### src/tms_pkg.sv
// Package for the tape machine step block: sizes, opcodes and the result record.
// No dependencies; used by the top level, the result queue, the checker and the testbench.
`default_nettype none

package tms_pkg;

    localparam int TAPE_CELLS    = 65536;
    localparam int TAPE_AW       = $clog2(TAPE_CELLS);
    localparam int PROGRAM_DEPTH = 1048576;
    localparam int ADDR_W        = 21;
    localparam int TARGET_W      = 20;
    localparam int OP_W          = 3;
    localparam int BYTE_W        = 8;

    // result queue
    localparam int OUT_DEPTH = 4;
    localparam int OUT_AW    = $clog2(OUT_DEPTH);
    localparam int OUT_CW    = OUT_AW + 1;

    localparam logic [OP_W-1:0] OP_RIGHT = 3'd0;
    localparam logic [OP_W-1:0] OP_LEFT  = 3'd1;
    localparam logic [OP_W-1:0] OP_INC   = 3'd2;
    localparam logic [OP_W-1:0] OP_DEC   = 3'd3;
    localparam logic [OP_W-1:0] OP_OUT   = 3'd4;
    localparam logic [OP_W-1:0] OP_IN    = 3'd5;
    localparam logic [OP_W-1:0] OP_OPEN  = 3'd6;
    localparam logic [OP_W-1:0] OP_CLOSE = 3'd7;

    typedef struct packed {
        logic [ADDR_W-1:0] next_address;
        logic              out_valid;
        logic [BYTE_W-1:0] out_byte;
        logic              halted;
    } t_result;

    typedef struct packed {
        logic              push;
        logic              pop;
    } t_fifo_ctl;

endpackage

`default_nettype wire

### src/tms_out_fifo.sv
// Small result queue between the execute stage and the output channel.
// Depends on tms_pkg.
`default_nettype none

module tms_out_fifo
    import tms_pkg::*;
(
    input  wire logic              i_clk,
    input  wire logic              i_rst_n,
    input  wire t_fifo_ctl         i_ctl,
    input  wire t_result           i_data,
    output t_result                o_head,
    output logic [OUT_CW-1:0]      o_count
);

    t_result            r_buf [OUT_DEPTH];
    logic [OUT_AW-1:0]  r_wr_ptr;
    logic [OUT_AW-1:0]  r_rd_ptr;
    logic [OUT_CW-1:0]  r_count;
    logic [OUT_CW-1:0]  n_count;

    always_comb begin
        n_count = r_count;
        if (i_ctl.push && !i_ctl.pop) begin
            n_count = r_count + OUT_CW'(1);
        end else if (!i_ctl.push && i_ctl.pop) begin
            n_count = r_count - OUT_CW'(1);
        end
    end

    always_ff @(posedge i_clk) begin
        if (!i_rst_n) begin
            r_wr_ptr <= '0;
            r_rd_ptr <= '0;
            r_count  <= '0;
        end else begin
            if (i_ctl.push) begin
                r_wr_ptr <= r_wr_ptr + OUT_AW'(1);
            end
            if (i_ctl.pop) begin
                r_rd_ptr <= r_rd_ptr + OUT_AW'(1);
            end
            r_count <= n_count;
        end
    end

    always_ff @(posedge i_clk) begin
        if (i_ctl.push) begin
            r_buf[r_wr_ptr] <= i_data;
        end
    end

    assign o_head  = r_buf[r_rd_ptr];
    assign o_count = r_count;

    a_no_overflow: assert property (@(posedge i_clk) disable iff (!i_rst_n)
        (r_count == OUT_CW'(OUT_DEPTH)) |-> (!i_ctl.push || i_ctl.pop))
        else $error("result queue overflow");

    a_no_underflow: assert property (@(posedge i_clk) disable iff (!i_rst_n)
        i_ctl.pop |-> (r_count != '0))
        else $error("result queue underflow");

    a_count_step: assert property (@(posedge i_clk) disable iff (!i_rst_n)
        (i_ctl.push && !i_ctl.pop) |=> (r_count == $past(r_count) + OUT_CW'(1)))
        else $error("result queue count did not advance on push");

endmodule

`default_nettype wire

### config.mk
export PLATFORM = sky130hd
export DESIGN_NAME = tms_out_fifo
export DESIGN_NICKNAME = d
export VERILOG_FILES = /design/src/tms_pkg.sv /design/src/tms_out_fifo.sv
export SDC_FILE = /design/constraint.sdc
export NUM_CORES = 1
export LEC_CHECK = 0
export ABC_AREA = 1
export ABC_CLOCK_PERIOD_IN_PS = 1700
export BUFFER_PORTS_ARGS = -buffer_cell sky130_fd_sc_hd__buf_2
export CORE_MARGIN = 2
export CORE_UTILIZATION = 28
export DETAILED_ROUTE_END_ITERATION = 10
export GPL_TIMING_DRIVEN = 0
export SLEW_MARGIN = 20
export SYNTH_ARGS = -nofsm -noshare
export SYNTH_HDL_FRONTEND = slang
export SYNTH_SLANG_ARGS = --single-unit
### constraint.sdc
create_clock -name i_clk -period 1.7 [get_ports i_clk]
set_input_delay 0.085 -clock i_clk [delete_from_list [all_inputs] [get_ports i_clk]]
set_output_delay 0.085 -clock i_clk [all_outputs]
set_load 0.005 [all_outputs]
# ---- Word-level counts from Yosys, hierarchy flattened
# Memories as Yosys holds them, arrays and structs flattened. A register that Yosys moved wholly into a read port is not among the register bits.
# Cells that the tools add are included.
dict set report totals {
  regBits 7
  ram_bits 124
  inputBits 35
  output_inout_bits 34
  wordCells 19
  mem_count 1
}
# name words width rd rd_ports_with_merged_regs wr line_no
set memory_table {}
lappend memory_table {r_buf 4 31 1 1 1 tms_out_fifo.sv:16} ;# t_result r_buf [OUT_DEPTH];
dict set report classes {
  add_sub_neg 4
  muxes 6
  reduce_logical 5
}
# operator n
set op_table {}
lappend op_table {{3-bit two-way mux} 2}
lappend op_table {{2-bit by 1-bit adder with 2-bit output, second input constant} 2}
lappend op_table {{2-bit two-way mux} 2}
lappend op_table {{3-bit by 1-bit adder with 3-bit output, second input constant} 1}
lappend op_table {{3-bit by 1-bit subtractor with 3-bit output, second input constant} 1}
lappend op_table {{1-bit logical AND} 2}
lappend op_table {{1-bit logical NOT} 2}
lappend op_table {{1-bit two-way mux} 2}
lappend op_table {{2-bit nonzero test} 1}

# ---- Depth between registers and ports, before layout
# Gate-level depths: netlist (run 1).
dict set report depth {
  ltp_word 4
  depth_mapped 10
  depth_no_buf 10
}

# ---- Worst setup path after synthesis (run 1)
# Ideal clock, no wire load.
dict set report synth_path {
  path_kind {register to register}
  start {register r_wr_ptr[0]}
  end {memory r_buf[2][0] (netlist bit) (enable)}
  setup_ps 386
  t_arrival_ps 1203
  t_required_ps 1314
  path_slack_ps 111
  path_stages_with_launch 5
  path_buffers 0
  synth_period_minus_slack_ps 1589
  cell_sequence {dfxtp_1 inv_1 ha_1 nand2_1 inv_1}
}
# element line_no
set synth_lines {}
lappend synth_lines {{start: declaration} tms_out_fifo.sv:17} ;# logic [OUT_AW-1:0] r_wr_ptr;
lappend synth_lines {{start signal: assignment} tms_out_fifo.sv:38} ;# r_wr_ptr <= r_wr_ptr + OUT_AW'(1);
lappend synth_lines {{end: declaration} tms_out_fifo.sv:16}
# Straight into the memory's write port.

==> summary.txt, run 1 <==
CTS
  – Htree depth: 4
  – Worst-Skew Late Latency: 410 ps
  – Longest Clk Path Bufs: 2
  – Root Driver: clkbuf_16
  – Clk sink count: 133
  – CTS tree: yes
  – Clock transition at the registers of the reported paths: 60 ps
  – CTS buffer count: 17

Die
  – Initial Utilization: 0.284
  – Core Rows: 49
  – Die ar.: 19200 sq um
  – Die H: 139 um
  – Num ports: 69
  – Die outline width: 139 um
  – Core Area: 17800 sq um

STA
  – Final Skew: 4.71 ps
  – RSZ-0062 raised after global routing: false
  – Fmax: 621 MHz
  – Period utilization: 0.948
  – Actual slew at the worst max-slew pin: 491 ps
  – Final Hold Vio Count: 0
  – Count of pins over their slew limit: 0
  – Setup violators final: 0
  – Minimum clock period: 1610 ps
  – Slew margin rel.: 0.672
  – Final WS setup: 88.7 ps

Yosys
  – Unique masters post-synth: 18
  – Post-synthesis cell count: 356
  – Post-synth top area share: 0.734
  – Net Count, Synth: 397
  – Synth top area cells: edfxtp_1, nor2_1, o22ai_1
  – Cell taking the most area after synthesis: edfxtp_1
  – Yosys reg bits: 133
  – Synth warnings: 0
  – Synthesized area: 5070 sq um
  – Sequential area share after synthesis: 0.769
  – Mean Syn Cell Area: 14.3 sq um

Global routing
  – Vias in the first global route: 3433
  – Initial antenna violation count: 0
  – GRT Resource Usage Total: 0.126
  – Pin count of the biggest net entering global routing: 20
  – Gr ovfl total: 0
  – First-pass GRT wire length: 18100 um

Setup path
  – Critical Path Max Stage Delay: 310 ps
  – Most Frequent Cell on Critical Path: buf_6
  – CP cell instances: buf_6 -> inv_8 -> buf_6 -> nor2_1 -> o22ai_1 -> buf_2
  – Worst Path Required: 1620 ps
  – Reg2Reg Depth: 5
  – CP arrival: 1530 ps
  – R2r endpoint: r_buf[0][7]
  – Crit end category: output port
  – Top delay family on crit path: buffers and inverters
  – Crit-path max FO: 10
  – Last element of the critical path: o_head[23]
  – Worst path depth: 6
  – FF-to-FF Start: r_wr_ptr[0]
  – Buf/Inv on CP: 4
  – Worst R2R Setup Slack: 140 ps
  – WS Path Type: register to output port
  – Max stage delay cell, worst path: dfxtp_1
  – Crit path launch type: register

Hold path
  – Worst hold path class: input port to register
  – Hold Path Depth: 3

Final layout
  – Fin nets: 520
  – Multi-input logic area: 933 sq um
  – Register area: 3910 sq um
  – Core Util, Final: 0.376
  – # diodes: 0
  – Design Area, Final: 6710 sq um
  – P&R area growth vs syn: 32.2%
  – Fraction of layout cells with a size suffix above 1: 0.260
  – Fillers: 1702

Place
  – Post-DP HPWL: 7370 um
  – IO buf count: 68
  – DP Area: 5810 sq um
  – GPL Wtd Cong: 0.709
  – Dpl ws: 133 ps

Pwr
  – Worst VDD drop: 0.000685 V
  – Pwr dens: 1180 nW/um^2
  – P_leak: 2.45 nW
  – Tot Pwr: 7.94 mW

Drt
  – Router iterations before antenna repair: 5
  – Routed Antenna Nets: 0
  – Vias per cell: 4.51
  – DRT Wirelength: 11800 um
  – Iteration-0 DRC Markers: 191
  – # DRC: 0
  – DR WL/cell: 16.4 um
  – Vias: 3252

Job
  – Max_cap viols: 0

Outcome
  – Status: finished, final reports clean
==> layer usage <==
metal	wire, um	vias up	track usage
met5	0	-	0
met4	192	0	0.0473
met3	476	13	0.0414
met2	5970	67	0.219
met1	5200	1608	0.147
li1	-	1564	-
==> flip-flops by register name, indices dropped and copies added, names as in the netlist, named ones only <==
signal,count
r_buf,124
r_rd_ptr,2
o_count,3
r_wr_ptr,2
==> area by class of cell <==
| class | instances | share of cell area |
|---|---|---|
| sequential | 133 | 0.582 |
| inverter | 17 | 0.0106 |
| timing repair buffer | 104 | 0.115 |
| clock inverter | 15 | 0.0196 |
| tap | 229 | 0.0427 |
| multi-input combinational | 187 | 0.139 |
| clock buffer | 17 | 0.0634 |
| buffer | 19 | 0.0271 |
==> metrics by stage <==
step,instances,hold WS [ps],TNS (ps)
global route,721,21.4,0
finish,721,23.0,0
CTS,721,6.47,-4.16
detailed placement,657,301,0
floorplan,356,184,0
global placement,653,295,-50510
==> kinds of logic (layout without fill, tap and decap cells) <==
group | after synthesis | after routing | synth area share
flip-flops | 133 | 133 | 0.769
buffers and inverters | 36 | 172 | 0.0466
AND/OR/NAND/NOR | 78 | 78 | 0.0584
AO/OA/AOI/OAI | 103 | 103 | 0.109
adder cells (fa/ha/maj) | 6 | 6 | 0.0163
==> worst register-to-register path: cells and delay by family (launching register included) <==
family | cells | cell delay, ps
flops | 1 | 330
fa+ha+maj | 1 | 160
simple gates | 1 | 60
buf+inv | 3 | 700
==> how the worst min path moves through the flow <==
stage	end	from	slack [ps]
finish	r_wr_ptr[0]	i_ctl[1]	20
global route	r_wr_ptr[1]	i_ctl[1]	20
CTS	r_wr_ptr[0]	i_ctl[1]	6
detailed placement	r_buf[1][28]	i_data[28]	300
global placement	r_buf[3][28]	i_data[28]	300
floorplan	r_buf[0][0]	i_data[0]	180
==> what timing repair did <==
action / 4_1_cts / 5_1_grt
resized for setup: 4 / 3
setup endpoints to repair: 11 / 13
pin swaps: 0 / 1
hold endpoints to repair: 131 / 0
setup buffers: 0 / 0
hold buffers: 32 / 0
==> synthesized netlist by cell type <==
cell type  number
a21oi_1         4
buf_2           6
buf_4           3
buf_6          10
dfxtp_1         9
edfxtp_1      124
fa_1            1
ha_1            5
inv_1          15
inv_2           1
inv_8           1
nand2_1         9
nand3_1         1
nand4_1         1
nor2_1         67
o21ai_0        34
o21ai_1        34
o22ai_1        31
==> placed cells by master, fill, tap and decap left out, types with 2 or more instances in the layout <==
| master | instances |
|---|---|
| buf_4 | 7 |
| a21oi_1 | 4 |
| o22ai_1 | 31 |
| dfxtp_1 | 8 |
| o21ai_1 | 34 |
| buf_6 | 9 |
| clkinvlp_4 | 3 |
| nor2_1 | 67 |
| nand2_1 | 9 |
| clkinv_4 | 4 |
| dlygate4sd3_1 | 32 |
| clkinv_1 | 2 |
| clkinv_2 | 2 |
| inv_6 | 3 |
| inv_2 | 5 |
| clkbuf_16 | 17 |
| edfxtp_1 | 124 |
| o21ai_0 | 34 |
| inv_1 | 11 |
| buf_16 | 4 |
| ha_1 | 5 |
| buf_2 | 69 |
==> report_power, final <==
part / internal [mW] / total, mW / switching (mW)
Combinational: 0.337 / 0.784 / 0.447
Sequential: 3.73 / 3.78 / 0.0431
Clock: 2.01 / 3.38 / 1.37
Total: 6.08 / 7.94 / 1.86
Power figures use the tool's default switching activity.
==> run 2, diff against run 1 <==
--- a/config.mk
+++ b/config.mk
@@ -9,9 +9,11 @@
 export ABC_CLOCK_PERIOD_IN_PS = 1700
 export BUFFER_PORTS_ARGS = -buffer_cell sky130_fd_sc_hd__buf_2
 export CORE_MARGIN = 2
-export CORE_UTILIZATION = 28
+export CORE_UTILIZATION = 51
 export DETAILED_ROUTE_END_ITERATION = 10
 export GPL_TIMING_DRIVEN = 0
+export PLACE_DENSITY = 0.75
+export SKIP_LAST_GASP = 1
 export SLEW_MARGIN = 20
 export SYNTH_ARGS = -nofsm -noshare
 export SYNTH_HDL_FRONTEND = slang
==> run 2 against run 1 <==
Wire length decreased by 8.1%. Largest cell class unchanged. Non-clock buffer count increased by 4. Clock skew decreased by 0.99 ps. Worst hold slack improved by 290 ps. Final area increased by 2.1%. The run now ends with setup timing left. Sequential power about the same. Die area decreased by 44%. Highest routed layer unchanged. Clock power increased by 13%. Utilization increased by 33 points. Sequential cell count unchanged. Via count increased by 1.4%. Sequential share of layout area decreased by 1.2 points.
==> summary.txt, run 2 (same netlist as run 1, synthesis figures left out) <==
Outcome
  – Status: finished with violations
  – Failing checks: setup timing

CTS
  – Htree depth: 4 (unchanged)
  – Clk sink count: 133 (unchanged)
  – CTS tree: yes
  – Worst-Skew Late Latency: 510 ps (+100 ps)
  – Longest Clk Path Bufs: 2 (unchanged)
  – Clock transition at the registers of the reported paths: 60 ps (about the same)
  – CTS buffer count: 17 (unchanged)
  – Post-CTS setup buffer count: 0 (unchanged)
  – Root Driver: clkbuf_8

Final layout
  – P&R area growth vs syn: 34.9%
  – Largest register by flop count: r_buf
  – Fillers: 656 (-61%)
  – Fraction of layout cells with a size suffix above 1: 0.296 (+0.0362)
  – Most common cell after layout, fill and taps aside: edfxtp_1
  – Core Util, Final: 0.704 (+0.328)
  – Max FFs per register: 124 (unchanged)
  – Cell Count, Final, Fillers Out: 629 (-13%)
  – Most frequent cells in the layout: edfxtp_1, buf_2, nor2_1, o21ai_0, dlygate4sd3_1
  – Fin nets: 525 (+0.96%)
  – # diodes: 0 (unchanged)

Pwr
  – Pwr dens: 1230 nW/um^2 (+4.1%)
  – Clk network pwr share: 0.454 (+0.028)
  – Switch share: 0.214 (-0.0208)
  – Share of power burned in combinational logic: 0.099 (about the same)
  – P_leak: 2.55 nW (+4.2%)
  – Total net switching power: 1.80 mW (-3.2%)
  – Worst VDD drop: 0.000745 V (+8.7%)
  – Pint: 6.64 mW (+9.1%)
  – Reg power frac: 0.448 (-0.027)

Drt
  – # DRC: 0 (unchanged)
  – DR WL/cell: 17.3 um (+5.4%)
  – Router iterations before antenna repair: 4 (-1)
  – DRT Wirelength: 10900 um (-8.1%)
  – Routed Antenna Nets: 0 (unchanged)
  – Vias per cell: 5.24 (+16%)
  – Vias: 3298 (+1.4%)
  – Iteration-0 DRC Markers: 197 (+3.1%)

STA
  – Minimum clock period: 1730 ps (+122 ps)
  – Final Skew: 3.72 ps (-0.988 ps)
  – Slew margin rel.: 0.686 (+0.0143)
  – Final Hold Vio Count: 0 (unchanged)
  – Count of pins over their slew limit: 0 (unchanged)
  – Setup TNS: -57.7 ps (-57.7 ps)
  – Actual slew at the worst max-slew pin: 471 ps (-20.8 ps)
  – RSZ-0062 raised after global routing: true
  – Fmax: 577 MHz (-7.0%)
  – Final WS setup: -33.4 ps (-122 ps)
  – Period utilization: 1.02 (+0.0718)
  – Setup violators final: 5 (+5)

Setup path
  – Worst Path Required: 1620 ps (about the same)
  – Crit path launch type: register
  – WS Path Type: register to output port
  – Crit-path max FO: 10 (unchanged)
  – Worst R2R Setup Slack: 180 ps (+40 ps)
  – CP arrival: 1650 ps (+120 ps)
  – Crit end category: output port

Global routing
  – GRT Resource Usage Total: 0.214 (+0.0872)
  – First-pass GRT wire length: 17200 um (-4.9%)
  – Pin count of the biggest net entering global routing: 32 (+60%)
  – Gr ovfl total: 0 (unchanged)
  – Initial antenna violation count: 0 (unchanged)
  – Vias in the first global route: 3405 (-0.82%)

Hold path
  – Worst hold path class: input port to register

Die
  – Die H: 104 um (-25%)
  – Core Area: 9730 sq um (-45%)
  – Die ar.: 10800 sq um (-44%)
  – Initial Utilization: 0.521 (+0.237)
  – Core Rows: 36 (-27%)
  – Num ports: 69 (unchanged)
  – Die outline width: 104 um (-25%)

Place
  – IO buf count: 68 (unchanged)
  – Post-DP HPWL: 5880 um (-20%)
  – GPL Wtd Cong: 0.687 (-3.1%)
  – Cells after DPL: 559 (-15%)

Job
  – Max_cap viols: 0 (unchanged)
run 2: cell types whose count changed in the layout (fill, tap and decap cells not counted), moves of 3 or more:
cell,delta
buf_6,-6
buf_8,+7
bufinv_16,+4
inv_4,+3
nor2_1,-7
nor2_2,+7
o21ai_1,-4
o21ai_4,+3
o22ai_1,-4
o22ai_2,+4
run 2: critical path, stage by stage (launching register included):
cell      delay (ps)
dfxtp_2          350
buf_8            160
clkinv_8          90
buf_8            160
o21ai_2          130
o22ai_1          110
buf_2            140
run 2: worst paths after layout:
check	startpoint	end	depth (start not counted)
setup / recovery	register	o_head[15]	6
hold / removal	i_data[27]	r_buf[1][27]	2
setup reg to reg	r_wr_ptr[0]	r_buf[0][3]	5
hold reg to reg	r_rd_ptr[1]	register	1
run 2: timing repair:
item,CTS,global route
hold buffers,34,0
resized for setup,13,32
hold endpoints to repair,133,0
pin swaps,6,7
setup endpoints to repair,21,88
gates cloned,3,2
run 2: power by group through the flow:
stage | clock, mW | sequential [mW] | combinational (mW)
floorplan | 0 | 3.84 | 0.369
global placement | 0 | 3.84 | 0.648
detailed placement | 0 | 3.84 | 0.681
CTS | 3.86 | 3.78 | 0.783
global route | 4.03 | 3.79 | 0.918
finish | 3.83 | 3.78 | 0.832
run 2: through the flow:
step           total power, mW  instance area (sq um)  hold slack, ps  worst slack, ps
5_1_grt                   8.74                   6850             306             -120
2_1_floorplan             4.21                   5070             184              111
3_3_place_gp              4.49                   5580             297             -410
6_report                  8.44                   6850             317            -33.4
4_1_cts                   8.42                   6690             296            -31.8
3_5_place_dp              4.52                   5640             301             69.6
run 2: layout make-up:
type / instances / area, sq um / area share
buffer: 19 / 219 / 0.0320
clock buffer: 18 / 418 / 0.0610
clock inverter: 13 / 206 / 0.0302
inverter: 17 / 81.3 / 0.0119
multi-input combinational: 187 / 1010 / 0.148
sequential: 133 / 3910 / 0.571
tap: 133 / 166 / 0.0243
timing repair buffer: 108 / 828 / 0.121
timing repair inverter: 1 / 6.26 / 0.000914
run 2: metal layers:
metal	track usage	vias to the layer above	part of all wire
li1	-	1572	-
met1	0.256	1597	0.42
met2	0.362	119	0.52
met3	0.0623	10	0.055
met4	0.0917	0	0.011
met5	0	-	0
==> run 3, diff against run 2 <==
--- a/config.mk
+++ b/config.mk
@@ -6,12 +6,11 @@
 export NUM_CORES = 1
 export LEC_CHECK = 0
 export ABC_AREA = 1
-export ABC_CLOCK_PERIOD_IN_PS = 1700
+export ABC_CLOCK_PERIOD_IN_PS = 1410
 export BUFFER_PORTS_ARGS = -buffer_cell sky130_fd_sc_hd__buf_2
 export CORE_MARGIN = 2
 export CORE_UTILIZATION = 51
 export DETAILED_ROUTE_END_ITERATION = 10
-export GPL_TIMING_DRIVEN = 0
 export PLACE_DENSITY = 0.75
 export SKIP_LAST_GASP = 1
 export SLEW_MARGIN = 20
==> constraint.sdc (replaced) <==
create_clock -name i_clk -period 1.41 [get_ports i_clk]
set_input_delay 0.0705 -clock i_clk [delete_from_list [all_inputs] [get_ports i_clk]]
set_output_delay 0.0705 -clock i_clk [all_outputs]
set_load 0.005 [all_outputs]
==> run 3 against run 2 <==
The flow still finishes with violations (setup timing). Sequential share of layout area shrank 2.0 points. Clock skew grew 9.1 ps. Final cell count grew 2.9%. Sequential cell count is the same. Register-to-register slack lost 30 ps. Total power grew 15%. Die area is the same. Combinational power grew 37%. Wire length grew 8.3%. Critical path depth is the same. Critical path type unchanged. Critical endpoint is now o_head[25].
==> summary.txt, run 3 (same netlist as run 1, synthesis figures left out) <==
Final layout
  – Fraction of layout cells with a size suffix above 1: 0.387 (+0.0908)
  – P&R area growth vs syn: 40.0%
  – Multi-input logic area: 1120 sq um (+10%)
  – # diodes: 0 (unchanged)
  – Register area: 3910 sq um (+0.13%)
  – Most common cell after layout, fill and taps aside: edfxtp_1
  – Fillers: 610 (-7.0%)
  – Max FFs per register: 124 (unchanged)
  – Largest register by flop count: r_buf
  – Fin nets: 542 (+3.2%)
  – Most frequent cells in the layout: edfxtp_1, buf_2, nor2_1, dlygate4sd3_1, o21ai_0

Die
  – Die outline width: 104 um (unchanged)
  – Die H: 104 um (unchanged)
  – Core Area: 9730 sq um (unchanged)
  – Num ports: 69 (unchanged)
  – Core Rows: 36 (unchanged)
  – Initial Utilization: 0.521 (unchanged)
  – Die ar.: 10800 sq um (unchanged)

Outcome
  – Failing checks: setup timing
  – Status: finished with violations

Setup path
  – WS Path Type: register to output port
  – Crit-path max FO: 9 (-1)
  – Crit end category: output port
  – Worst Path Required: 1340 ps (-280 ps)
  – CP arrival: 1760 ps (+110 ps)
  – Crit path launch type: register

Pwr
  – Pwr dens: 1370 nW/um^2 (+11%)
  – Worst VDD drop: 0.000727 V (-2.3%)
  – P_leak: 2.62 nW (+2.6%)

Drt
  – Router iterations before antenna repair: 5 (+1)
  – Wl on met1: 4590 um (+1.6%)
  – # DRC: 0 (unchanged)
  – DR WL/cell: 18.2 um (+5.3%)
  – Iteration-0 DRC Markers: 295 (+50%)
  – Vias per cell: 5.42 (+3.4%)
  – Routed Antenna Nets: 0 (unchanged)
  – Vias: 3508 (+6.4%)
  – Met3 wire len: 842 um (+40%)
  – DRT Wirelength: 11800 um (+8.3%)
  – DR top layer: met4
  – Met2 wire length: 6080 um (+7.8%)

Global routing
  – First-pass GRT wire length: 16600 um (-3.4%)
  – Gr ovfl total: 0 (unchanged)
  – Vias in the first global route: 3411 (+0.18%)
  – GRT Resource Usage Total: 0.202 (-0.0113)
  – Pin count of the biggest net entering global routing: 21 (-34%)
  – Initial antenna violation count: 0 (unchanged)

STA
  – Actual slew at the worst max-slew pin: 288 ps (-182 ps)
  – Fmax: 546 MHz
  – Minimum clock period: 1830 ps
  – Hold_ws: 307 ps (-9.88 ps)
  – Final Hold Vio Count: 0 (unchanged)
  – Period utilization: 1.30
  – Count of pins over their slew limit: 0 (unchanged)
  – Setup violators final: 31 (+26)
  – Final Skew: 12.8 ps (+9.10 ps)
  – RSZ-0062 raised after global routing: true
  – Final WS setup: -423 ps (-389 ps)
  – Slew margin rel.: 0.808 (+0.121)

CTS
  – Root Driver: clkbuf_8
  – Longest Clk Path Bufs: 2 (unchanged)
  – Clk sink count: 133 (unchanged)
  – Worst-Skew Late Latency: 520 ps (about the same)
  – Htree depth: 4 (unchanged)
  – CTS tree: yes
  – Clock transition at the registers of the reported paths: 60 ps (about the same)
  – CTS buffer count: 17 (unchanged)

Job
  – Max_cap viols: 0 (unchanged)

Place
  – IO buf count: 68 (unchanged)
  – Post-DP HPWL: 6090 um (+3.5%)
  – GPL Wtd Cong: 0.734 (+6.9%)
  – Dpl ws: 137 ps (+67.1 ps)

Hold path
  – Worst hold path class: input port to register
-- run 3: changes by cell type in the layout (fill, tap and decap cells not counted), moves of 5 or more --
cell	previous run	this run
o21ai_1	30	19
clkinvlp_4	2	8
nor2_1	60	50
o21ai_0	34	29
o21ai_2	1	18
nor2_2	7	16
buf_4	6	18
buf_12	1	11
-- run 3: worst max-delay path: stages (launching register included) --
cell       delay [ps]
dfxtp_4           420
buf_12            140
clkinv_16          70
clkbuf_16         160
o21ai_1           170
o22ai_1           130
buf_2             140
-- run 3: report_power, final --
| group | switching [mW] | internal (mW) |
|---|---|---|
| combinational | 0.599 | 0.543 |
| sequential | 0.0702 | 4.50 |
| clock | 1.67 | 2.35 |
| total | 2.34 | 7.39 |
-- run 3: final cells by class --
type | instances | area share
Timing Repair inverter | 2 | 0.00352
Clock buffer | 18 | 0.0588
Sequential cell | 133 | 0.551
Inverter | 17 | 0.0152
Multi-Input combinational cell | 187 | 0.157
Clock inverter | 14 | 0.0178
Tap cell | 133 | 0.0234
Timing Repair Buffer | 143 | 0.173
-- run 3: path summary, 6_finish.rpt --
kind	from	endpoint	slack, ps	depth (start not counted)
max	register	o_head[25]	-420	6
min	i_data[20]	r_buf[0][20]	310	2
max reg2reg	r_wr_ptr[0]	r_buf[0][28]	150	5
min reg2reg	r_rd_ptr[1]	register	440	1
-- run 3: layer usage --
layer,vias to the layer above,GRT usage
met5,-,0
met4,0,0.0763
met3,28,0.0579
met2,171,0.355
met1,1692,0.237
li1,1617,-
-- run 3: through the flow --
stage                     power, mW  instance area, sq um  cells   util  TNS [ps]
final                          9.73                  7100    647  0.730     -9160
after global routing           10.1                  7100    647  0.730    -11570
after CTS                      9.53                  6650    629  0.683     -7860
after detailed placement       5.46                  5700    561  0.586         0
after global placement         5.43                  5700    561  0.586         0
after floorplan                5.08                  5100    356      -     -1530
-- run 3: what timing repair did --
item                                    4_1_cts  5_1_grt
setup buffers                                 1       14
pin swaps                                     0       11
gates resized for setup                      13       73
cloned                                        1        4
hold buffers                                 34        0
hold endpoints to repair                    133        0
endpoints found under the setup margin       31       31
